[src/rtl/core/ffa_pkg.sv]
// Package for the first-fit free-list allocator: shared constants,
// payload structs, controller states and datapath command/status types.
// No dependencies.
`timescale 1ns / 1ps

package ffa_pkg;

   // Default sizing, handed down from the top level
   localparam int HEAP_UNITS_DEF = 4096;
   localparam int UNIT_BYTES_DEF = 8;

   // Fixed field widths
   localparam int ARENA_W = 13;   // arena size register
   localparam int BYTES_W = 16;   // request size in bytes
   localparam int ADDR_W  = 12;   // payload unit index on the ports
   localparam int UNITS_W = 16;   // request size in units, header included
   localparam int DIV_W   = 17;   // operand width of the unit conversion

   typedef struct packed {
      logic               action;
      logic [BYTES_W-1:0] request_bytes;
      logic [ADDR_W-1:0]  block_address;
   } req_type;

   typedef struct packed {
      logic              ok;
      logic [ADDR_W-1:0] payload_address;
   } rsp_type;

   localparam logic ACT_ALLOC = 1'b0;
   localparam logic ACT_FREE  = 1'b1;

   typedef enum logic [3:0] {
      S_INIT,
      S_IDLE,
      S_DIV,
      S_A_HEAD,
      S_A_FIRST,
      S_A_CHK,
      S_A_TAIL,
      S_F_EMPTY,
      S_F_HEAD,
      S_F_CHK,
      S_F_BP,
      S_F_N,
      S_F_P,
      S_FINISH
   } state_type;

   typedef enum logic [4:0] {
      OP_NONE,
      OP_CFG,
      OP_INIT,
      OP_ACCEPT,
      OP_DIV,
      OP_A_HEAD,
      OP_A_FIRST,
      OP_A_EXACT,
      OP_A_SPLIT,
      OP_A_NEXT,
      OP_A_TAIL,
      OP_F_EMPTY,
      OP_F_HEAD,
      OP_F_NEXT,
      OP_F_FOUND,
      OP_F_BP,
      OP_F_N,
      OP_F_P,
      OP_PUBLISH
   } dp_op_type;

   typedef struct packed {
      dp_op_type op;
   } dp_ctrl_type;

   typedef struct packed {
      logic div_last;    // final conversion step this cycle
      logic is_free;     // current item is a free
      logic empty;       // free list holds no block
      logic fit;         // block at p is large enough
      logic exact;       // block at p matches exactly
      logic at_head;     // walk is back at the roving head
      logic step_last;   // walk step limit reached
      logic found;       // insertion point for a free located
      logic rsp_free;    // output register can take a result
   } dp_stat_type;

endpackage

[src/rtl/core/ffa_ctrl.sv]
// Controller state machine of the allocator: sequences the divider, the
// list walk and the header updates. Depends on ffa_pkg.
`timescale 1ns / 1ps

module ffa_ctrl import ffa_pkg::*; (
   input  logic        clock,
   input  logic        reset,
   input  logic        req_valid,
   output logic        req_ready,
   input  logic        csr_valid,
   output logic        csr_ready,
   input  dp_stat_type stat,
   output dp_ctrl_type ctl
);

   state_type state_ff, state_in;

   // next state
   always_comb begin
      state_in = state_ff;
      case (state_ff)
         S_INIT: begin
            state_in = S_IDLE;
         end
         S_IDLE: begin
            if (csr_valid) begin
               state_in = S_INIT;
            end else if (req_valid) begin
               state_in = S_DIV;
            end
         end
         S_DIV: begin
            if (stat.div_last) begin
               if (stat.is_free) begin
                  state_in = stat.empty ? S_F_EMPTY : S_F_HEAD;
               end else begin
                  state_in = stat.empty ? S_FINISH : S_A_HEAD;
               end
            end
         end
         S_A_HEAD: begin
            state_in = S_A_FIRST;
         end
         S_A_FIRST: begin
            state_in = S_A_CHK;
         end
         S_A_CHK: begin
            if (stat.fit && stat.exact) begin
               state_in = S_FINISH;
            end else if (stat.fit) begin
               state_in = S_A_TAIL;
            end else if (stat.at_head || stat.step_last) begin
               state_in = S_FINISH;
            end
         end
         S_A_TAIL: begin
            state_in = S_FINISH;
         end
         S_F_EMPTY: begin
            state_in = S_FINISH;
         end
         S_F_HEAD: begin
            state_in = S_F_CHK;
         end
         S_F_CHK: begin
            if (stat.found) begin
               state_in = S_F_BP;
            end else if (stat.step_last) begin
               state_in = S_FINISH;
            end
         end
         S_F_BP: begin
            state_in = S_F_N;
         end
         S_F_N: begin
            state_in = S_F_P;
         end
         S_F_P: begin
            state_in = S_FINISH;
         end
         S_FINISH: begin
            if (stat.rsp_free) begin
               state_in = S_IDLE;
            end
         end
         default: begin
            state_in = S_IDLE;
         end
      endcase
   end

   // outputs
   always_comb begin
      req_ready = 1'b0;
      csr_ready = 1'b0;
      ctl.op    = OP_NONE;
      case (state_ff)
         S_INIT: begin
            ctl.op = OP_INIT;
         end
         S_IDLE: begin
            csr_ready = 1'b1;
            req_ready = !csr_valid;
            if (csr_valid) begin
               ctl.op = OP_CFG;
            end else if (req_valid) begin
               ctl.op = OP_ACCEPT;
            end
         end
         S_DIV: begin
            ctl.op = OP_DIV;
         end
         S_A_HEAD: begin
            ctl.op = OP_A_HEAD;
         end
         S_A_FIRST: begin
            ctl.op = OP_A_FIRST;
         end
         S_A_CHK: begin
            if (stat.fit && stat.exact) begin
               ctl.op = OP_A_EXACT;
            end else if (stat.fit) begin
               ctl.op = OP_A_SPLIT;
            end else if (!(stat.at_head || stat.step_last)) begin
               ctl.op = OP_A_NEXT;
            end
         end
         S_A_TAIL: begin
            ctl.op = OP_A_TAIL;
         end
         S_F_EMPTY: begin
            ctl.op = OP_F_EMPTY;
         end
         S_F_HEAD: begin
            ctl.op = OP_F_HEAD;
         end
         S_F_CHK: begin
            if (stat.found) begin
               ctl.op = OP_F_FOUND;
            end else if (!stat.step_last) begin
               ctl.op = OP_F_NEXT;
            end
         end
         S_F_BP: begin
            ctl.op = OP_F_BP;
         end
         S_F_N: begin
            ctl.op = OP_F_N;
         end
         S_F_P: begin
            ctl.op = OP_F_P;
         end
         S_FINISH: begin
            if (stat.rsp_free) begin
               ctl.op = OP_PUBLISH;
            end
         end
         default: begin
         end
      endcase
   end

   // state register
   always_ff @(posedge clock) begin
      if (reset) begin
         state_ff <= S_INIT;
      end else begin
         state_ff <= state_in;
      end
   end

endmodule
[config.mk]
export PLATFORM = sky130hd
export DESIGN_NAME = ffa_ctrl
export DESIGN_NICKNAME = d
export VERILOG_FILES = /design/src/rtl/core/ffa_pkg.sv /design/src/rtl/core/ffa_ctrl.sv
export SDC_FILE = /design/constraint.sdc
export NUM_CORES = 1
export LEC_CHECK = 0
export BUFFER_PORTS_ARGS = -buffer_cell sky130_fd_sc_hd__buf_2
export CAP_MARGIN = 25
export CORE_ASPECT_RATIO = 0.5
export CORE_MARGIN = 5
export CORE_UTILIZATION = 25
export CTS_CLUSTER_SIZE = 24
export DETAILED_ROUTE_END_ITERATION = 10
export GPL_TIMING_DRIVEN = 1
export SLEW_MARGIN = 20
export SYNTH_ARGS = -nofsm -noshare
export SYNTH_HDL_FRONTEND = slang
export SYNTH_SLANG_ARGS = --single-unit
[constraint.sdc]
create_clock -name clock -period 2.6 [get_ports clock]
set_input_delay 0.39 -clock clock [delete_from_list [all_inputs] [get_ports clock]]
set_output_delay 0.39 -clock clock [all_outputs]
set_load 0.05 [all_outputs]
# [Word level (Yosys, flattened, before mapping)]
# Cells that the tools add are included.
[word_totals] ff_bits=4 latch_bits=0 mem_bits_rw=0 romBits=0 inputBits=13 out_inout_bits=7 elab_cells=49 memories=0
[op_classes] add_sub_neg=0 n_mul=0 div=0 n_lt_le_gt_ge=0 n_eq_ne=18 shifts=0 mux=24 n_bitwise=0 reduce_logical=6
[ops] cell="$pmux 5 s14" n=1
[ops] cell="$mux 4" n=17
[ops] cell="$pmux 4 s11" n=1
[ops] cell="$eq 4x4->1 const B" n=6
[ops] cell="$eq 4x3->1 const B" n=4
[ops] cell="$eq 4x2->1 const B" n=2
[ops] cell="$ne 3x3->1 const B" n=2
[ops] cell="$mux 5" n=1
[ops] cell="$reduce_and 5->1" n=1
[ops] cell="$eq 4x1->1 const B" n=1
[ops] cell="$logic_not 4->1" n=1
[ops] cell="$mux 2" n=2
[ops] cell="$ne 2x2->1 const B" n=2
[ops] cell="$ne 4x4->1 const B" n=1
[ops] cell="$reduce_or 3->1" n=1
[ops] cell="$mux 1" n=2
[ops] cell="$logic_and 1x1->1" n=1
[ops] cell="$logic_not 1->1" n=1
[ops] cell="$logic_or 1x1->1" n=1

# [Logic depth before layout (Yosys ltp)]
[depth] ltp_word=5 ltp_mapped=6 ltp_nobuf=6

# [Worst setup path before layout]
# Ideal clock, no wire load.
[synth_path] path_type="reg2reg" from="register state_ff[2]" to="register state_ff[1]" setup_ns=0.095 t_arrival_ns=2.709 required_ns=2.505 setup_slack_ns=-0.204 path_stages_with_launch=6 n_path_buf=1 synth_period_minus_slack_ns=2.804 cell_sequence="dfxtp_1 -> buf_2 -> nor4b_2 -> nor2b_1 -> a211oi_1 -> a221oi_1"
[synth_between] elab_chain_len=3 word_cells_on_any_way=21 classes_between="eq/ne: 18; mux: 1; reduce/logical: 2"
[synth_lines] item="start: declaration" line="ffa_ctrl.sv:16" text="state_type state_ff, state_in;"
[synth_lines] item="start signal: assignment" line="ffa_ctrl.sv:168" text="state_ff <= state_in;"
[synth_lines] item="$eq 4x4->1 (tied with other cells)" line="ffa_ctrl.sv:21" text="case (state_ff)"
[synth_lines] item="$reduce_or 3->1 (no source line) (tied with other cells)"
[synth_lines] item="$pmux 4 s11 or $reduce_and 5->1 (tied branches)"
# Parallel ways exist; a longest one is shown, timed or not.
# A chain may end at the register's enable or synchronous reset.

==> flow_summary.toml <==
[sta]
layout_setup_ws_ns = 0.382
fin_crit_sh = 0.853
hold_viol = 0
setup_tns_ns = 0
max_freq_ghz = 0.451
relSlewSlack = 0.638
finalClockSkew_ns = 0.000159
drv_slew = 0
setup_viol = 0
tightest_slew_ns = 0.542
min_period_ns = 2.22
rsz0062_at_grt = "false"

[global_route]
grt_max_degree = 18
grt_pass1_vias = 706
grt_pass1_wl_mm = 2.97
grt-ovfl-total = 0
antenna_found_initial = 0
grt_usage = 0.102

[min_path]
hold_path_end = "state_ff[0]"
holdPathStages = 2
hold_class = "input pin to flop"
worstHoldStart = "reset"

[setup_path]
cp_slowest_cell = "dfxtp_1"
max_stage_delay_ns = 0.65
critical_path.cell_chain = "and4bb_2, o21ai_0, o21ai_0, a211o_1, buf_2"
critPathRequiredTime_ns = 2.21
crit_arrival_ns = 1.83
crit_type = "flop to output pin"
endpoint_kind = "output pin"
path_max_fanout = 17
startpoint_type = "flop"
reg2reg_depth = 4
r2r-end = "state_ff[0]"
r2r_slack_ns = 0.71
r2r-start = "state_ff[1]"
cpMostUsedCell = "o21ai_0"

[floorplanning]
ios = 20
dieArea_sq_mm = 0.00381
die-height_microns = 46.2
num_rows = 13
initial_utilization = 0.257
die_w_microns = 82.5
core_sq_mm = 0.00255

[clock_tree]
cts_sinks = 4
insertion_delay_ns = 0.21
cts_made_buffers = 3
postCtsSetupRepairBufs = 0
cts_max_level = 1
cts_resized = 0
clk_pin_slew_ns = 0.03
tritoncts = "built"
root_buffer = "clkbuf_8"
cts_hold_buf = 0
clockBufferDepth = 2

[status]
status = "finished, final reports clean"

[final_layout]
layout_common_cells = "19 x buf_2, 10 x o21ai_0, 7 x nor2b_1, 6 x nor2_1, 6 x a21oi_1"
final-seq-area_sq_um = 80.1
nFillCells = 292
layout.cells.non_filler = 146
fin_area_sq_um = 840
syn_to_final_growth_pct = 27.8
top_regs = "state_ff: 4 flops"
multi_input_area_sq_um = 539
mostFrequentLayoutCell = "buf_2"
regMostFlops = "state_ff"
final_nets = 125
largest_register_ffs = 4
antennaDiodeCount = 0
drive_gt1_frac = 0.284

[logic_synthesis]
postSynthCellCount = 91
ys_warn_count = 0
synth_top_area_frac = 0.122
syn_nets = 105
ys_seq_area_frac = 0.122
synthTopCellsByArea = "dfxtp_1 12%, o21ai_0 7.6%, nor2b_1 6.7%"
async_reset_ff_frac = 0
ys_ff_latch = 4
yosys.area.top_type = "dfxtp_1"
synth_enable_flop_cells = 0
ys.flop_type = "dfxtp_1"
syn_area_sq_um = 657
avgSynthCellArea_sq_um = 7.22
ys_types = 45

[place]
dp_cells = 143
placed_cell_area_sq_um = 798
gp_routability_congestion = 0.830
pre_cts_slack_ns = 0.605
dp_hpwl_mm = 1.34
port_buffers = 19

[routing]
final_antenna_net_count = 0
drt-total-wl_mm = 1.77
detail_route.vias_per_cell = 5.03
vias = 735
drc_errors = 0
drtPass1Iterations = 4
route.detailed.wl_per_inst_microns = 12.1
drtIter0Drc = 78

[power]
p_leak_nw = 0.353
peakVddDrop_mv = 0.293
pwr_density_cell_mw_per_mm2 = 1130

[flow_run]
cap_viol_max_count = 0
-- per-stage QoR --
stage / util / hold WS [ns] / total power, mW
2_1_floorplan: - / 0.458 / 0.684
3_3_place_gp: 0.313 / 0.614 / 0.827
3_5_place_dp: 0.313 / 0.615 / 0.819
4_1_cts: 0.329 / 0.392 / 0.957
5_1_grt: 0.329 / 0.401 / 1.02
6_report: 0.329 / 0.398 / 0.950
-- power breakdown --
part           total, mW  leakage (nW)  switching, mW  internal (mW)
Clock              0.129        0.0216         0.0305         0.0986
Combinational      0.666         0.299          0.412          0.254
Sequential         0.155        0.0328         0.0701         0.0846
Total              0.950         0.353          0.513          0.437
-- area by class of cell --
cell class	count	share of cell area
well taps	37	0.0551
clock buffers	3	0.0492
multi-input cells	76	0.642
repair buffers	22	0.140
flip-flops and latches	4	0.0954
inverters	4	0.0179
-- critical path, delay by kind of cell (launching register included) --
kind | cells | cell delay, ns
DFF | 1 | 0.65
AOI/OAI and AO/OA | 3 | 0.41
and+or+nand+nor | 1 | 0.34
buffers and inverters | 1 | 0.21
-- cell families after synthesis --
logic type,synth area share
AOI/OAI and AO/OA,0.356
adders and majority gates,0.0190
buffers and inverters,0.0705
DFF,0.122
muxes,0.0324
and+or+nand+nor,0.400
-- synthesized netlist by cell type, types with 2 or more instances --
cell type / instances
a21oi_1: 6
inv_1: 4
clkbuf_1: 2
nor2_1: 6
nand3b_1: 2
a22oi_1: 2
buf_2: 3
nand2b_1: 4
o21ai_0: 10
a2bb2oi_1: 2
and3b_1: 2
nand2_1: 4
dfxtp_1: 4
a211oi_1: 2
nor2b_1: 7
a211o_1: 2
-- how the worst max path moves through the flow --
stage | cells after the start | slack [ns] | endpoint | start
3_5_place_dp | 5 | 0.61 | ctl[0] | stat[1]
2_1_floorplan | 5 | 0.14 | state_ff[1] | state_ff[2]
3_3_place_gp | 5 | 0.61 | ctl[0] | state_ff[1]
5_1_grt | 5 | 0.25 | ctl[1] | state_ff[3]
4_1_cts | 5 | 0.38 | ctl[0] | state_ff[1]
6_report | 5 | 0.38 | ctl[0] | state_ff[1]
-- routing by layer --
layer	vias to the layer above	part of all wire	GRT usage
li1	384	-	-
met1	337	0.49	0.133
met2	14	0.47	0.159
met3	0	0.042	0.0195
met4	0	0	0.0619
met5	-	0	0
Power figures use the tool's default switching activity.
